--- config.mk ---
export PLATFORM = sky130hd
export DESIGN_NAME = vmpa_front
export DESIGN_NICKNAME = d
export VERILOG_FILES = /design/src/rtl/vmpa_pkg.sv /design/src/rtl/vmpa_front.sv
export SDC_FILE = /design/constraint.sdc
export NUM_CORES = 1
export LEC_CHECK = 0
export ABC_CLOCK_PERIOD_IN_PS = 3200
export BUFFER_PORTS_ARGS = -buffer_cell sky130_fd_sc_hd__buf_2
export CELL_PAD_IN_SITES_DETAIL_PLACEMENT = 1
export CELL_PAD_IN_SITES_GLOBAL_PLACEMENT = 2
export CORE_ASPECT_RATIO = 0.5
export CORE_MARGIN = 2
export CORE_UTILIZATION = 35
export DETAILED_ROUTE_END_ITERATION = 8
export GPL_ROUTABILITY_DRIVEN = 0
export PLACE_DENSITY = 0.84
export SYNTH_ARGS = -nofsm -noshare
export SYNTH_HDL_FRONTEND = slang
export SYNTH_SLANG_ARGS = --single-unit
--- constraint.sdc ---
create_clock -name i_clk -period 3.2 [get_ports i_clk]
set_input_delay 0.32 -clock i_clk [delete_from_list [all_inputs] [get_ports i_clk]]
set_output_delay 0.32 -clock i_clk [all_outputs]
set_load 0.1 [all_outputs]
--- src/rtl/vmpa_pkg.sv ---
package vmpa_pkg;

    // Sizes that follow from the fixed field formats.
    localparam int MAX_NEIGHBORS = 16;
    localparam int FRAC_BITS     = 16;
    localparam int QUEUE_DEPTH   = 2;

    // Tie margin of 1e-6 m^2, rounded to the nearest unit of the squared format.
    localparam longint unsigned EPS_Q =
        ((64'd1 << (2 * FRAC_BITS)) + 64'd500000) / 64'd1000000;

    // Register indexes of the configuration port.
    localparam logic REG_VOXEL_SIZE  = 1'b0;
    localparam logic REG_MATCH_COUNT = 1'b1;

    // Item kinds.
    localparam logic CMD_POINT    = 1'b0;
    localparam logic CMD_NEIGHBOR = 1'b1;

    typedef enum logic [1:0] {
        DEC_ADD  = 2'd0,
        DEC_LONE = 2'd1,
        DEC_SKIP = 2'd2
    } t_dec;

    typedef enum logic [2:0] {
        ST_IDLE,
        ST_DIV,
        ST_DIST,
        ST_FIN,
        ST_EMIT
    } t_state;

    // One queued request as it travels from the front to the back.
    typedef struct packed {
        logic        command;
        logic [31:0] coord_x;
        logic [31:0] coord_y;
        logic [31:0] coord_z;
        logic        map_ready;
        logic [4:0]  neighbor_count;
        logic        last_neighbor;
    } t_item;

    // Saturating unsigned add of two squared distances.
    function automatic logic [63:0] sat_add(input logic [63:0] a, input logic [63:0] b);
        logic [64:0] s;
        s = {1'b0, a} + {1'b0, b};
        return s[64] ? {64{1'b1}} : s[63:0];
    endfunction

endpackage

--- src/rtl/vmpa_front.sv ---
module vmpa_front
    import vmpa_pkg::*;
(
    input  logic        i_clk,
    input  logic        i_rst_n,
    input  logic        i_valid,
    output logic        o_ready,
    input  logic        i_command,
    input  logic [31:0] i_coord_x,
    input  logic [31:0] i_coord_y,
    input  logic [31:0] i_coord_z,
    input  logic        i_map_ready,
    input  logic [4:0]  i_neighbor_count,
    input  logic        i_last_neighbor,
    output t_item       o_item,
    output logic        o_item_valid,
    input  logic        i_item_pop
);

    t_item      r_mem [QUEUE_DEPTH];
    logic       r_wp;
    logic       r_rp;
    logic [1:0] r_cnt;
    logic       push;

    assign o_ready      = (r_cnt != 2'(QUEUE_DEPTH));
    assign push         = i_valid && o_ready;
    assign o_item_valid = (r_cnt != 2'd0);
    assign o_item       = r_mem[r_rp];

    // Request storage.
    always_ff @(posedge i_clk) begin
        if (push) begin
            r_mem[r_wp] <= '{command:        i_command,
                             coord_x:        i_coord_x,
                             coord_y:        i_coord_y,
                             coord_z:        i_coord_z,
                             map_ready:      i_map_ready,
                             neighbor_count: i_neighbor_count,
                             last_neighbor:  i_last_neighbor};
        end
    end

    // Queue pointers and fill level.
    always_ff @(posedge i_clk) begin
        if (!i_rst_n) begin
            r_wp  <= 1'b0;
            r_rp  <= 1'b0;
            r_cnt <= 2'd0;
        end else begin
            if (push) begin
                r_wp <= ~r_wp;
            end
            if (i_item_pop) begin
                r_rp <= ~r_rp;
            end
            if (push && !i_item_pop) begin
                r_cnt <= r_cnt + 2'd1;
            end else if (!push && i_item_pop) begin
                r_cnt <= r_cnt - 2'd1;
            end
        end
    end

endmodule

Yosys cells after proc, flatten, opt, wreduce, memory -nomap -nowiden --
Memories as Yosys holds them, arrays and structs flattened. A register that Yosys moved wholly into a read port is not among the register bits. Cells that the tools add are included.
Storage, ports and cells: flip-flop bits (word level) 4, bits in writable memories 208, input port bits 108, output and inout port bits 106, word-level logic and storage cells 22, memories 1
Memory list:
- r_mem | depth 2, bits a word 104, rd ports 1, clocked after Yosys merged registers in 1, write ports 1, line vmpa_front.sv:20 | t_item r_mem [QUEUE_DEPTH];
Operators by class: add/sub/neg operators 2, equality and inequality tests 1, multiplexer cells 6, bitwise operators 2, reductions and logical operators 7
Operators with widths (number):
- $mux W1 | 4
- $mux W2 | 2
- $reduce_bool A2 Y1 | 2
- $logic_and A1 B1 Y1 | 3
- $add A2 B1 Y2 const B | 1
- $logic_not A1 Y1 | 2
- $ne A2 B2 Y1 const B | 1
- $not A1 Y1 | 2
- $sub A2 B1 Y2 const B | 1

Depth between registers and ports, before layout --
word-level depth 6, mapped depth 6, mapped depth without buffers 6

Least setup slack after synthesis --
No wires, ideal clock.
path kind reg2reg, start register r_cnt[0], end memory r_mem[1][0] (netlist name) (enable), setup time 0.476 ns, data arrival time 3.235 ns, path slack -0.510 ns, cell stages (with the launch flop) 3, buffers on the path 0, clock period less this slack 3.710 ns, cell sequence dfxtp_1 > nand2b_4 > and3_1
On the way: word-level cells in the longest chain between the ends 4
RTL lines:
- start, declared | line vmpa_front.sv:23 | logic [1:0] r_cnt;
- start signal, assigned | line vmpa_front.sv:58 | r_cnt <= r_cnt + 2'd1;
- start signal, assigned | line vmpa_front.sv:60 | r_cnt <= r_cnt - 2'd1;
- $ne A2 B2 Y1 | line vmpa_front.sv:26 | assign o_ready = (r_cnt != 2'(QUEUE_DEPTH));
- named net o_ready | line vmpa_front.sv:7 | output logic o_ready,
- $logic_and A1 B1 Y1 | line vmpa_front.sv:27 | assign push = i_valid && o_ready;
- $mux W1 | line vmpa_front.sv:33 | if (push) begin
- $mux W1 (implied by the code) | line vmpa_front.sv:34 | r_mem[r_wp] <= '{command: i_command,
- end, declared | line vmpa_front.sv:20
The timed path passes the listed nets, and every way through them passes these cells.

==> flow_summary.json <==
{
  "status": "complete, no violations",
  "clockBufferDepth": 3,
  "yosysSeqAreaShare_pct": 79.3,
  "p_int_uw": 5480,
  "endpoint_kind": "primary output",
  "start_util_pct": 35.3,
  "dpl_cell_area_sq_mm": 0.00948,
  "clkPwrFrac_pct": 30.5,
  "grt_pass1_vias": 4932,
  "drive_gt1_share_pct": 53.2,
  "muxShareOfSynthArea_pct": 17.5,
  "synth_adder_area_share_pct": 0.156,
  "rows": 39,
  "hold_ws_ns": 0.0123,
  "grt_max_degree": 50,
  "first_iter_violations": 179,
  "grtUsageTotal_pct": 16.3,
  "overflow": 0,
  "min_period_ns": 2.62,
  "cts_sinks": 213,
  "crit_required_ns": 2.88,
  "yosys.area_share.simple_pct": 0.814,
  "final-hold-violation-count": 0,
  "ys_types": 21,
  "p_seq_share_pct": 40.5,
  "dieArea_sq_mm": 0.0241,
  "antenna_found_initial": 1,
  "die_h_microns": 111,
  "dpl.hpwl_microns": 12200,
  "grt.met3_usage_pct": 3.32,
  "leakagePower_uw": 0.00428,
  "wl_microns": 20300,
  "cts_tree": "done",
  "p_sw_uw": 3140,
  "grt_util_met1_pct": 17.3,
  "synth_cells": 348,
  "mostFrequentLayoutCell": "buf_2",
  "critPathMaxFanout": 37,
  "syn_area_sq_mm": 0.00800,
  "final_cells": 994,
  "postCtsResizedCells": 0,
  "postSynthAreaPerCell_sq_um": 23.0,
  "dp_cells": 865,
  "numCtsBuffers": 21,
  "ys_ff_latch": 213,
  "area_delta_synth_final_pct": 38.6,
  "synth_top_family_by_area": "multiplexers",
  "vias": 4406,
  "ant_nets": 0,
  "swShare_pct": 36.5,
  "final_cell_mix": "213 x buf_2, 208 x edfxtp_1, 88 x dlygate4sd3_1, 60 x mux2_4, 44 x mux2_2",
  "yosysTopAreaCell": "edfxtp_1",
  "setup_tns_ns": 0,
  "clock-skew-final_ns": 0.0171,
  "ys_warn_count": 0,
  "cts-root-buf": "clkbuf_16",
  "synth_top_area_share_pct": 78.1,
  "synth_compound_area_share_pct": 0.375,
  "dr.pass1.iters": 4,
  "grt_pass1_wl_microns": 29600,
  "final-setup-viol-count": 0,
  "drv_cap": 0,
  "clock.fmax_mhz": 382,
  "met2_usage_pct": 31.4,
  "final.period_utilization_pct": 81.9,
  "clk_pin_slew_ns": 0.06,
  "port_buffers": 213,
  "dieWidth_microns": 218,
  "finalInstanceArea_sq_mm": 0.0111,
  "htreeDepth": 1,
  "power.density_mw_per_mm2": 777,
  "core_region_area_sq_mm": 0.0226,
  "rsz0062_at_grt": "no",
  "netlist_top_cells_area": "edfxtp_1 78%, mux2_4 11%, mux2_2 6.2%, dfxtp_1 1.3%, buf_6 0.99%",
  "worst_pin_slew_ns": 0.640,
  "gr-max-usage-layer": "met2",
  "path_class": "reg -> out",
  "nets": 778,
  "viasPerCell": 4.43,
  "clkLatencyLatePin_ns": 0.51,
  "final_max_slew_viol_count": 0,
  "cp.arrival_ns": 2.30,
  "ios": 214,
  "crit_path_start_kind": "register",
  "wire_per_inst_microns": 20.5,
  "synth_xor_area_share_pct": 0.329,
  "comb_power_share_pct": 29.0,
  "slew_headroom_pct": 57.3,
  "drcViolationCount": 0,
  "syn_nets": 457,
  "worstHoldPathType": "in -> reg",
  "ir_worst_vdd_mv": 0.361
}
final cells by class:
| class | instances | area (sq um) |
|---|---|---|
| Tap cell | 307 | 384 |
| Inverter | 2 | 11.3 |
| Clock buffer | 22 | 529 |
| Timing Repair Buffer | 310 | 2080 |
| Fill cell | 2213 | 11600 |
| Clock inverter | 16 | 191 |
| Multi-Input combinational cell | 121 | 1540 |
| Antenna cell | 3 | 7.51 |
| Sequential cell | 213 | 6350 |
kinds of logic (layout without fill, tap and decap cells):
| group | count (synthesis) | in the layout |
|---|---|---|
| AO/OA/AOI/OAI | 4 | 4 |
| XOR/XNOR | 3 | 3 |
| adder cells (fa/ha/maj) | 1 | 1 |
| buffers and inverters | 14 | 350 |
| flip-flops | 213 | 213 |
| multiplexers | 104 | 104 |
| other | 0 | 3 |
| AND/OR/NAND/NOR | 9 | 9 |
power groups by stage:
stage | Combinational, uW | Sequential (uW) | Clock (uW)
floorplan | 2040 | 3500 | 0
global placement | 2380 | 3520 | 0
detailed placement | 2400 | 3540 | 0
CTS | 2500 | 3480 | 2660
global route | 2570 | 3520 | 2780
finish | 2500 | 3490 | 2630
synth_stat cells, drive strengths merged:
cell,n
xnor2,1
edfxtp,208
nand2b,1
ha,1
buf,12
inv,2
or2,1
o21ai,1
dfxtp,5
and3,1
nand3b,1
a21bo,1
xor2,2
a21boi,2
and2,4
or3,1
mux2,104
per-stage QoR:
stage / utilization [%] / power [uW] / setup WS (ns)
2_1_floorplan: - / 5540 / 0.417
3_3_place_gp: 41.9 / 5900 / 1.14
3_5_place_dp: 41.9 / 5950 / 1.09
4_1_cts: 48.8 / 8640 / 0.540
5_1_grt: 49.0 / 8870 / 0.453
6_report: 49.0 / 8620 / 0.580
final timing paths:
kind	startpoint	to	slack (ns)	depth (start not counted)
max	register	o_item[0]	0.58	3
min	i_map_ready	r_mem[1][6]	0.01	1
max reg2reg	r_cnt[0]	r_mem[1][25]	1.27	3
min reg2reg	r_cnt[1]	r_cnt[1]	0.55	2
what timing repair did:
action / in CTS / in global routing
setup buffers: 0 / 0
endpoints found under the hold margin: 160 / 6
hold buffers: 84 / 4
routing by layer:
layer | up-vias | wire (microns) | share of wire (%)
met5 | - | 0 | 0
li1 | 2030 | - | -
met3 | 51 | 722 | 3.5
met2 | 100 | 11300 | 56
met4 | 0 | 835 | 4.1
met1 | 2225 | 7440 | 37
sequential cells by signal, summed over array words and instances, names as in the netlist, named ones only:
name	flops
r_mem	208
r_cnt	2
r_rp	1
r_wp	1
worst max-delay path: stages, from the launching register on:
cell     delay, ns
dfxtp_4       0.76
buf_4         0.35
mux2_2        0.37
buf_2         0.30
Note: power is estimated with default switching activity, not from simulation.
