==> config.mk <==
export PLATFORM = sky130hd
export DESIGN_NAME = vmpa_back
export DESIGN_NICKNAME = d
export VERILOG_FILES = /design/src/rtl/vmpa_pkg.sv /design/src/rtl/vmpa_rem.sv /design/src/rtl/vmpa_back.sv
export SDC_FILE = /design/constraint.sdc
export NUM_CORES = 2
export LEC_CHECK = 0
export ABC_AREA = 1
export BUFFER_PORTS_ARGS = -buffer_cell sky130_fd_sc_hd__buf_2
export CORE_AREA = 5 5 420 525
export DETAILED_ROUTE_END_ITERATION = 7
export DIE_AREA = 0 0 425 530
export GPL_TIMING_DRIVEN = 0
export PLACE_DENSITY_LB_ADDON = 0.08
export SYNTH_ARGS = -nofsm -noshare
export SYNTH_HDL_FRONTEND = slang
export SYNTH_SLANG_ARGS = --single-unit
export TNS_END_PERCENT = 20
==> constraint.sdc <==
create_clock -name i_clk -period 12.83 [get_ports i_clk]
set_clock_uncertainty 0.05 [all_clocks]
set_input_delay 2.566 -clock i_clk [delete_from_list [all_inputs] [get_ports i_clk]]
set_output_delay 2.566 -clock i_clk [all_outputs]
set_load 0.1 [all_outputs]
==> src/rtl/vmpa_pkg.sv <==
package vmpa_pkg;

    // Sizes that follow from the fixed field formats.
    localparam int MAX_NEIGHBORS = 16;
    localparam int FRAC_BITS     = 16;
    localparam int QUEUE_DEPTH   = 2;

    // Tie margin of 1e-6 m^2, rounded to the nearest unit of the squared format.
    localparam longint unsigned EPS_Q =
        ((64'd1 << (2 * FRAC_BITS)) + 64'd500000) / 64'd1000000;

    // Register indexes of the configuration port.
    localparam logic REG_VOXEL_SIZE  = 1'b0;
    localparam logic REG_MATCH_COUNT = 1'b1;

    // Item kinds.
    localparam logic CMD_POINT    = 1'b0;
    localparam logic CMD_NEIGHBOR = 1'b1;

    typedef enum logic [1:0] {
        DEC_ADD  = 2'd0,
        DEC_LONE = 2'd1,
        DEC_SKIP = 2'd2
    } t_dec;

    typedef enum logic [2:0] {
        ST_IDLE,
        ST_DIV,
        ST_DIST,
        ST_FIN,
        ST_EMIT
    } t_state;

    // One queued request as it travels from the front to the back.
    typedef struct packed {
        logic        command;
        logic [31:0] coord_x;
        logic [31:0] coord_y;
        logic [31:0] coord_z;
        logic        map_ready;
        logic [4:0]  neighbor_count;
        logic        last_neighbor;
    } t_item;

    // Saturating unsigned add of two squared distances.
    function automatic logic [63:0] sat_add(input logic [63:0] a, input logic [63:0] b);
        logic [64:0] s;
        s = {1'b0, a} + {1'b0, b};
        return s[64] ? {64{1'b1}} : s[63:0];
    endfunction

endpackage

==> src/rtl/vmpa_rem.sv <==
module vmpa_rem
    import vmpa_pkg::*;
(
    input  logic        i_clk,
    input  logic        i_rst_n,
    input  logic        i_start,
    input  logic [31:0] i_dividend,
    input  logic [22:0] i_divisor,
    output logic        o_done,
    output logic [22:0] o_rem
);

    logic        r_busy;
    logic        r_done;
    logic [4:0]  r_cnt;
    logic [31:0] r_q;
    logic [22:0] r_rem;
    logic [23:0] trial;

    // One restoring step a cycle, most significant dividend bit first.
    assign trial  = {r_rem, r_q[31]};
    assign o_done = r_done;
    assign o_rem  = r_rem;

    always_ff @(posedge i_clk) begin
        if (i_start) begin
            r_q   <= i_dividend;
            r_rem <= '0;
        end else if (r_busy) begin
            r_q <= {r_q[30:0], 1'b0};
            if (trial >= {1'b0, i_divisor}) begin
                r_rem <= 23'(trial - {1'b0, i_divisor});
            end else begin
                r_rem <= trial[22:0];
            end
        end
    end

    always_ff @(posedge i_clk) begin
        if (!i_rst_n) begin
            r_busy <= 1'b0;
            r_done <= 1'b0;
            r_cnt  <= '0;
        end else begin
            r_done <= 1'b0;
            if (i_start) begin
                r_busy <= 1'b1;
                r_cnt  <= '0;
            end else if (r_busy) begin
                r_cnt <= r_cnt + 5'd1;
                if (r_cnt == 5'd31) begin
                    r_busy <= 1'b0;
                    r_done <= 1'b1;
                end
            end
        end
    end

endmodule

==> src/rtl/vmpa_back.sv <==
module vmpa_back
    import vmpa_pkg::*;
(
    input  logic        i_clk,
    input  logic        i_rst_n,
    input  t_item       i_item,
    input  logic        i_item_valid,
    output logic        o_item_pop,
    input  logic [22:0] i_voxel_size,
    input  logic [4:0]  i_match_count,
    output logic        o_valid,
    input  logic        i_ready,
    output logic [1:0]  o_decision,
    output logic [31:0] o_point_x,
    output logic [31:0] o_point_y,
    output logic [31:0] o_point_z
);

    t_state      r_state;
    t_state      n_state;
    logic [31:0] r_pt  [3];
    logic [31:0] r_nb  [3];
    logic [31:0] r_ctr [3];
    logic [63:0] r_own;
    logic [63:0] r_acc;
    logic [63:0] r_sq;
    logic [4:0]  r_idx;
    logic [4:0]  r_exp;
    t_dec        r_verdict;
    t_dec        r_dec;
    logic        r_pending;
    logic        r_is_nb;
    logic        r_last;
    logic [1:0]  r_step;
    logic        r_ov;
    t_dec        r_odec;
    logic [31:0] r_opt [3];

    logic        div_start;
    logic        out_load;
    logic [22:0] edge_len;
    logic [22:0] half;
    logic [31:0] item_pt [3];
    logic [31:0] dividend [3];
    logic [22:0] rem [3];
    logic        div_done [3];
    logic [31:0] center [3];
    logic [31:0] dist_src;
    logic [32:0] dist_d;
    logic [31:0] dist_mag;
    logic [63:0] acc_next;
    logic [2:0]  far_ax;
    logic        far;
    logic [63:0] own_eps;
    logic [4:0]  nidx;
    logic        fin_done;
    t_dec        fin_verdict;
    t_dec        fin_dec;

    assign edge_len = (i_voxel_size == '0) ? 23'd1 : i_voxel_size;
    assign half     = edge_len >> 1;
    assign item_pt[0] = i_item.coord_x;
    assign item_pt[1] = i_item.coord_y;
    assign item_pt[2] = i_item.coord_z;

    // Per-axis remainder units and the voxel centers they give.
    for (genvar a = 0; a < 3; a++) begin : g_axis
        logic [22:0] flo;
        logic [33:0] c34;
        logic [32:0] fd;
        logic [32:0] fmag;

        assign dividend[a] = item_pt[a][31] ? (32'd0 - item_pt[a]) : item_pt[a];

        vmpa_rem u_rem (
            .i_clk      (i_clk),
            .i_rst_n    (i_rst_n),
            .i_start    (div_start),
            .i_dividend (dividend[a]),
            .i_divisor  (edge_len),
            .o_done     (div_done[a]),
            .o_rem      (rem[a])
        );

        // Floor remainder, then center = p - r + half, saturated to 32 bits.
        assign flo = (r_pt[a][31] && rem[a] != '0) ? (edge_len - rem[a]) : rem[a];
        assign c34 = {{2{r_pt[a][31]}}, r_pt[a]} - {11'd0, flo} + {11'd0, half};
        assign center[a] = (c34[33] && !(&c34[32:31])) ? 32'h8000_0000 :
                           (!c34[33] && (|c34[32:31])) ? 32'h7FFF_FFFF : c34[31:0];

        // Lone test, per axis: neighbor more than half a voxel from the center.
        assign fd      = {r_nb[a][31], r_nb[a]} - {r_ctr[a][31], r_ctr[a]};
        assign fmag    = fd[32] ? (33'd0 - fd) : fd;
        assign far_ax[a] = fmag > {10'd0, half};
    end

    assign far = &far_ax;

    // Squared distance of one axis per cycle through the shared multiplier.
    assign dist_src = r_is_nb ? r_nb[r_step] : r_pt[r_step];
    assign dist_d   = {dist_src[31], dist_src} - {r_ctr[r_step][31], r_ctr[r_step]};
    assign dist_mag = dist_d[32] ? 32'(33'd0 - dist_d) : dist_d[31:0];
    assign acc_next = sat_add(r_acc, r_sq);

    // Neighbor verdict update.
    assign own_eps = sat_add(r_own, 64'(EPS_Q));
    assign nidx    = r_idx + 5'd1;
    always_comb begin
        fin_verdict = r_verdict;
        if (r_idx == 5'd0 && far) begin
            fin_verdict = DEC_LONE;
        end
        if (fin_verdict == DEC_ADD && r_idx < i_match_count && r_acc < own_eps) begin
            fin_verdict = DEC_SKIP;
        end
        fin_dec = DEC_ADD;
        if (fin_verdict == DEC_LONE) begin
            fin_dec = DEC_LONE;
        end else if (fin_verdict == DEC_SKIP && nidx >= i_match_count) begin
            fin_dec = DEC_SKIP;
        end
    end
    assign fin_done = r_last || (nidx >= r_exp);

    // Sequencer.
    always_ff @(posedge i_clk) begin
        if (!i_rst_n) begin
            r_state <= ST_IDLE;
        end else begin
            r_state <= n_state;
        end
    end

    always_comb begin
        n_state    = r_state;
        o_item_pop = 1'b0;
        div_start  = 1'b0;
        out_load   = 1'b0;
        unique case (r_state)
            ST_IDLE: begin
                if (i_item_valid) begin
                    o_item_pop = 1'b1;
                    if (i_item.command == CMD_POINT) begin
                        if (i_item.neighbor_count == '0 || !i_item.map_ready) begin
                            n_state = ST_EMIT;
                        end else begin
                            div_start = 1'b1;
                            n_state   = ST_DIV;
                        end
                    end else if (r_pending) begin
                        n_state = ST_DIST;
                    end
                end
            end
            ST_DIV: begin
                if (div_done[0]) begin
                    n_state = ST_DIST;
                end
            end
            ST_DIST: begin
                if (r_step == 2'd3) begin
                    n_state = r_is_nb ? ST_FIN : ST_IDLE;
                end
            end
            ST_FIN: begin
                n_state = fin_done ? ST_EMIT : ST_IDLE;
            end
            ST_EMIT: begin
                if (!r_ov || i_ready) begin
                    out_load = 1'b1;
                    n_state  = ST_IDLE;
                end
            end
            default: begin
                n_state = ST_IDLE;
            end
        endcase
    end

    // Datapath registers.
    always_ff @(posedge i_clk) begin
        if (r_state == ST_IDLE && o_item_pop) begin
            r_step <= 2'd0;
            r_acc  <= '0;
            r_last <= i_item.last_neighbor;
            if (i_item.command == CMD_POINT) begin
                for (int a = 0; a < 3; a++) begin
                    r_pt[a] <= item_pt[a];
                end
                r_dec     <= DEC_ADD;
                r_is_nb   <= 1'b0;
                r_idx     <= '0;
                r_verdict <= DEC_ADD;
                r_exp     <= (i_item.neighbor_count > 5'(MAX_NEIGHBORS)) ?
                             5'(MAX_NEIGHBORS) : i_item.neighbor_count;
            end else begin
                for (int a = 0; a < 3; a++) begin
                    r_nb[a] <= item_pt[a];
                end
                r_is_nb <= 1'b1;
            end
        end
        if (r_state == ST_DIV && div_done[0]) begin
            for (int a = 0; a < 3; a++) begin
                r_ctr[a] <= center[a];
            end
        end
        if (r_state == ST_DIST) begin
            r_step <= r_step + 2'd1;
            if (r_step != 2'd3) begin
                r_sq <= 64'(dist_mag) * 64'(dist_mag);
            end
            if (r_step != 2'd0) begin
                r_acc <= acc_next;
            end
            if (r_step == 2'd3 && !r_is_nb) begin
                r_own <= acc_next;
            end
        end
        if (r_state == ST_FIN) begin
            r_verdict <= fin_verdict;
            r_idx     <= nidx;
            r_dec     <= fin_dec;
        end
        if (out_load) begin
            r_odec <= r_dec;
            for (int a = 0; a < 3; a++) begin
                r_opt[a] <= r_pt[a];
            end
        end
    end

    // Control flags.
    always_ff @(posedge i_clk) begin
        if (!i_rst_n) begin
            r_pending <= 1'b0;
            r_ov      <= 1'b0;
        end else begin
            if (r_state == ST_IDLE && o_item_pop && i_item.command == CMD_POINT) begin
                r_pending <= 1'b0;
            end
            if (r_state == ST_DIST && r_step == 2'd3 && !r_is_nb) begin
                r_pending <= 1'b1;
            end
            if (r_state == ST_FIN && fin_done) begin
                r_pending <= 1'b0;
            end
            if (out_load) begin
                r_ov <= 1'b1;
            end else if (i_ready) begin
                r_ov <= 1'b0;
            end
        end
    end

    assign o_valid    = r_ov;
    assign o_decision = r_odec;
    assign o_point_x  = r_opt[0];
    assign o_point_y  = r_opt[1];
    assign o_point_z  = r_opt[2];

endmodule

* Yosys cells after proc, flatten, opt, wreduce, memory -nomap -nowiden
Memories as Yosys holds them, arrays and structs flattened. A register that Yosys moved wholly into a read port is not among the register bits.
Index checks and enable logic that the tools add are counted.
** Operators by class
- Multiply operators :: 1
- Multiplexer cells :: 90
- Bitwise logic cells :: 3
- Add/sub/neg operators :: 30
- Magnitude comparators :: 11
- Equal/unequal tests :: 17
- Reduce and logical (&&, ||, !) cells :: 63
** Operators by type and width (number)
- two-way mux 32 bit :: 17
- two-way mux 64 bit :: 5
- two-way mux 23 bit :: 7
- subtractor 23 bit :: 6
- subtractor 32 x 32 -> 33 bit :: 4
- subtractor 1 x 32 -> 32 bit (first input constant) :: 4
- adder 33 x 23 -> 34 bit :: 3
- > comparator 33 x 22 -> 1 bit :: 3
- two-way mux 33 bit :: 3
- subtractor 1 x 33 -> 33 bit (first input constant) :: 3
- subtractor 32 x 24 -> 33 bit :: 3
- >= comparator 24 x 23 -> 1 bit :: 3
- nonzero test 23 bit :: 3
- adder 64 x 13 -> 65 bit (second input constant) :: 1
- adder 64 x 64 -> 65 bit :: 1
- < comparator 64 bit :: 1
- multiplier 32 x 32 -> 64 bit :: 1
- two-way mux 1 bit :: 32
- two-way mux 2 bit :: 14
- two-way mux 3 bit :: 8
- logical NOT 23 bit :: 1
- adder 5 x 1 -> 5 bit (second input constant) :: 4
- logical AND 1 bit :: 20
- nonzero test 2 bit :: 8
- other kinds (26) :: 60
** Word-level totals
- Bits of input ports :: 136
- Word-level logic and storage cells :: 246
- Output and inout bits :: 100
- Memory bits (writable) :: 384
- Memories :: 4
- Register bits :: 401
** Memory list
- r_ctr :: depth 3, width 32, rd ports 4, clocked after memory_dff 1, wr ports 3, RTL line vmpa_back.sv:23 : logic [31:0] r_ctr [3];
- r_nb :: depth 3, width 32, rd ports 4, clocked after memory_dff 1, wr ports 3, RTL line vmpa_back.sv:22 : logic [31:0] r_nb [3];
- r_opt :: depth 3, width 32, rd ports 3, clocked after memory_dff 0, wr ports 3, RTL line vmpa_back.sv:37 : logic [31:0] r_opt [3];
- r_pt :: depth 3, width 32, rd ports 4, clocked after memory_dff 1, wr ports 3, RTL line vmpa_back.sv:21 : logic [31:0] r_pt [3];

* Depth between registers and ports, before layout
An unclocked memory read counts as a cell.
- Depth after elaboration :: 17
- Depth in mapped cells :: 63
- Depth with buffers taken out :: 61

* By module
Synthesis repeated with hierarchy kept, for this count alone.
** Second synthesis, totals
- Cell total of the unflattened synthesis :: 13386
- Area, all modules :: 99585.5 um^2
** Modules (own cells, without submodules)
- vmpa_back :: cells each 11175, times used 1, seq. area each 17366.7 um^2, area an instance 85768.5 um^2
- vmpa_rem :: cells each 737, times used 3, seq. area each 1561.5 um^2, area an instance 4605.7 um^2

* Least setup slack after synthesis
No wires, ideal clock.
- Kind :: register to register
- From :: register with a tool-made name
- To :: register r_sq[49], data pin
- Path buffers :: 5
- Setup slack :: 2.389 ns
- Arrival :: 10.139 ns
- Cell stages (with the launch flop) :: 57
- Required time :: 12.528 ns
- Path through :: dfxtp_1 > clkbuf_1 > clkinv_1 > clkbuf_1 > clkbuf_1 > o211ai_1 > a21oi_1 > ha_1 > inv_1 > fa_1 > nand2_1 > o21ai_2 > nand2_1 > nand3_2 > nand2_1 > nand2_2 > nand2_1 > nand2_2 > [... 21 more ...] > inv_1 > fa_1 > fa_1 > fa_1 > inv_1 > ha_1 > a21oi_1 > inv_1 > a31oi_1 > a21boi_0 > o21ai_1 > a21boi_0 > nor3_1 > nor2_1 > o21bai_1 > nand2_1 > a21o_1 > nand2_1
** RTL lines
- to (signal assigned) :: RTL line vmpa_back.sv:211 : r_sq <= 64'(dist_mag) * 64'(dist_mag);
- to (decl) :: RTL line vmpa_back.sv:26 : logic [63:0] r_sq;

==> flow_summary.ini <==
[status]
status = complete, but fails checks
violations = DRC, capacitance limit, slew limit

[worst_hold_path]
worst_hold_path_type = flip-flop to flip-flop
timing.hold.worst_path_depth = 0
worst_hold_path_endpoint = o_decision[1]
hold_path_startpoint = r_dec[1]

[sta]
timing_max_transition_violations_final = 29
timing.max_slew.rel_slack_pct = -17.07
report.final.hold_viol_count = 0
report.final.setup_viol = 0
worst_setup_margin_ps = 333.5
min_period_ps = 12500
clock.fmax_mhz = 80.02
worstMarginPinSlew_ps = 1738
layout_worst_path_cycle_share_pct = 97.40
timing.setup.tns_ps = 0

[die]
chipWidth_um = 425
placement_rows = 191
floorplan.io_pins = 236
die_area_um2 = 225300
initial_utilization_pct = 44.60
design.core.area_um2 = 215600
die_y_um = 530

[yosys]
synth_largest_area_cell = edfxtp_1
synth_top_cells_by_area = edfxtp_1 20%, fa_1 18%, ha_1 11%, nand2_1 10%, inv_1 9.2%
postSynthNetCount = 14290
yosysTopAreaCellShare_pct = 19.58
netlist_instances = 12410
mappedNetlistArea_um2 = 96140
ys_dominant_reg_cell = edfxtp_1
ys_seq_area_share_pct = 22.89
synth_enable_flop_cells = 627
yosysUniqueCellTypes = 82
postSynthRegisterBits = 786
synthesis.yosys.warnings = 0
syn_avg_cell_area_um2 = 7.745
async_reset_ff_share_pct = 0
ys_top_cells_by_count = 2585 x nand2_1, 2365 x inv_1, 1109 x nor2_1, 875 x fa_1, 869 x ha_1
cell_with_the_most_instances_after_synthesis = nand2_1

[setup_path]
critPathRequiredTime_ps = 13260
path_class = flip-flop to flip-flop
worst-path-buf-inv = 10
setup.reg_to_reg.worst_slack_ps = 330
crit_arrival_ps = 12930
crit_path_start_kind = flip-flop
end_kind = flip-flop
timing.critical_path.fanout_max = 10
critical_path.top_delay_family = adder cells
critical-path-slowest-cell = fa_1
slowest_delay_ps = 610
reg2regPathDepth = 49
critPathMostFrequentCell = fa_1
r2r_end = r_sq[63]

[route]
route.vias.total = 87710
final_antenna_net_count = 0
drt_iter0_markers = 8378
routedWlPerCell_um = 25.13
post_route_drc = 35
route.final.wire_length_um = 396200
drt-pass1-iter-count = 8
via_per_inst = 5.563

[clocking]
tritoncts = built
clk_latency_ps = 760
num_cts_buffers = 90
count_of_hold_buffers_inserted_by_post_cts_repair = 0
cts_buffer_depth = 3
clock_sink_count = 786
cts-htree-levels = 3
root_buf_cell = clkbuf_16
clock_transition_at_path_regs_ps = 60

[grt]
grt_antenna_before_repair = 48
globalRouteTotalUtil_pct = 34.56
grt_first_pass_wirelength_um = 571500
grt_pass1_vias = 86680
global_route.overflow_total = 0
grt_start_max_net_pins = 38

[placement]
dp_worst_setup_slack_ps = -1824
gp_routability_congestion = 1.072
hpwl_um = 335100
place.port_buffers = 235

[layout]
proportion_of_layout_cells_with_a_drive_suffix_above_1_pct = 7.021
syn_to_final_growth_pct = 9.391
design.final.nets = 14650

[flow_run]
max_cap_viol_count = 7
-- worst max-delay path by stage --
stage,end,cells after the start
global route,r_sq[63],60
global placement,r_sq[63],54
finish,r_sq[63],49
floorplan,r_sq[49],56
detailed placement,r_sq[63],54
CTS,r_sq[63],56
-- cell type report --
class / count / area [µm²]
Multi-Input combinational cell: 8899 / 63910
Antenna cell: 24 / 60.06
Buffer: 284 / 1504
Inverter: 2442 / 9186
Clock inverter: 58 / 733.2
Tap cell: 2895 / 3622
Sequential cell: 786 / 22020
Clock buffer: 109 / 2376
Timing Repair Buffer: 270 / 1764
Fill cell: 21730 / 110400
-- state kept, by name (all words and copies together), names as in the netlist, 2 cells and up, named ones only --
register and flops:
g_axis.u_rem.r_q 96, r_ctr 96, r_nb 96, r_opt 96, r_pt 96, g_axis.u_rem.o_rem 69
r_acc 64, r_own 64, r_sq 63, g_axis.u_rem.r_cnt 15, r_exp 5, r_idx 5
g_axis.u_rem.r_busy 3, r_state 3, o_decision 2, r_dec 2, r_step 2, r_verdict 2
-- through the flow --
stage	hold slack, ps	util, %	cells	area, µm²
finish	390.5	48.79	15770	105200
global route	401.1	48.76	15750	105100
CTS	390.0	48.58	15730	104700
detailed placement	376.8	47.08	15570	101500
global placement	375.7	46.83	15540	100900
floorplan	350.3	-	12410	96140
-- metal layers --
layer,global-route usage [%],share of wire [%],up-vias
li1,-,-,40530
met1,47.15,43,42670
met2,53.84,43,3695
met3,7.154,9.0,797
met4,13.82,4.7,28
met5,0,0.057,-
-- layout by cell type, fill, tap and decap left out, types with 64 or more instances in the layout --
cell type     n
inv_2        64
ha_1        866
clkbuf_1    140
nor3_1      129
buf_2       291
a21oi_1     787
nand4_1     151
clkbuf_16    92
fa_1        873
dfxtp_1     157
nor2_1     1102
a31oi_1      87
inv_1      2362
nand2_1    2580
nand3_1     484
xnor2_1     196
xor2_1      314
o21ai_0     581
edfxtp_1    627
-- timing repair --
item                                    4_1_cts  5_1_grt
buffers inserted                              2        8
gates resized for setup                      64      118
pin swaps                                     0        0
cloned                                        0        0
hold endpoints to repair                      0        0
endpoints found under the setup margin       44       18
-- cell families (layout without fill, tap and decap cells) --
group | after synthesis | in the layout | share of synthesized area [%]
buffers and inverters | 2728 | 3163 | 10.95
xor gates and xnor gates | 524 | 524 | 4.918
AOI/OAI and AO/OA | 1885 | 1885 | 10.94
muxes | 2 | 2 | 0.02212
other | 0 | 24 | 0
DFF | 786 | 786 | 22.89
adders and majority gates | 1744 | 1744 | 29.53
and+or+nand+nor | 4744 | 4744 | 20.75
Power is left out: the tool's default activity adds up to more than one toggle a clock period on the data nets, which glitch-free logic cannot reach.
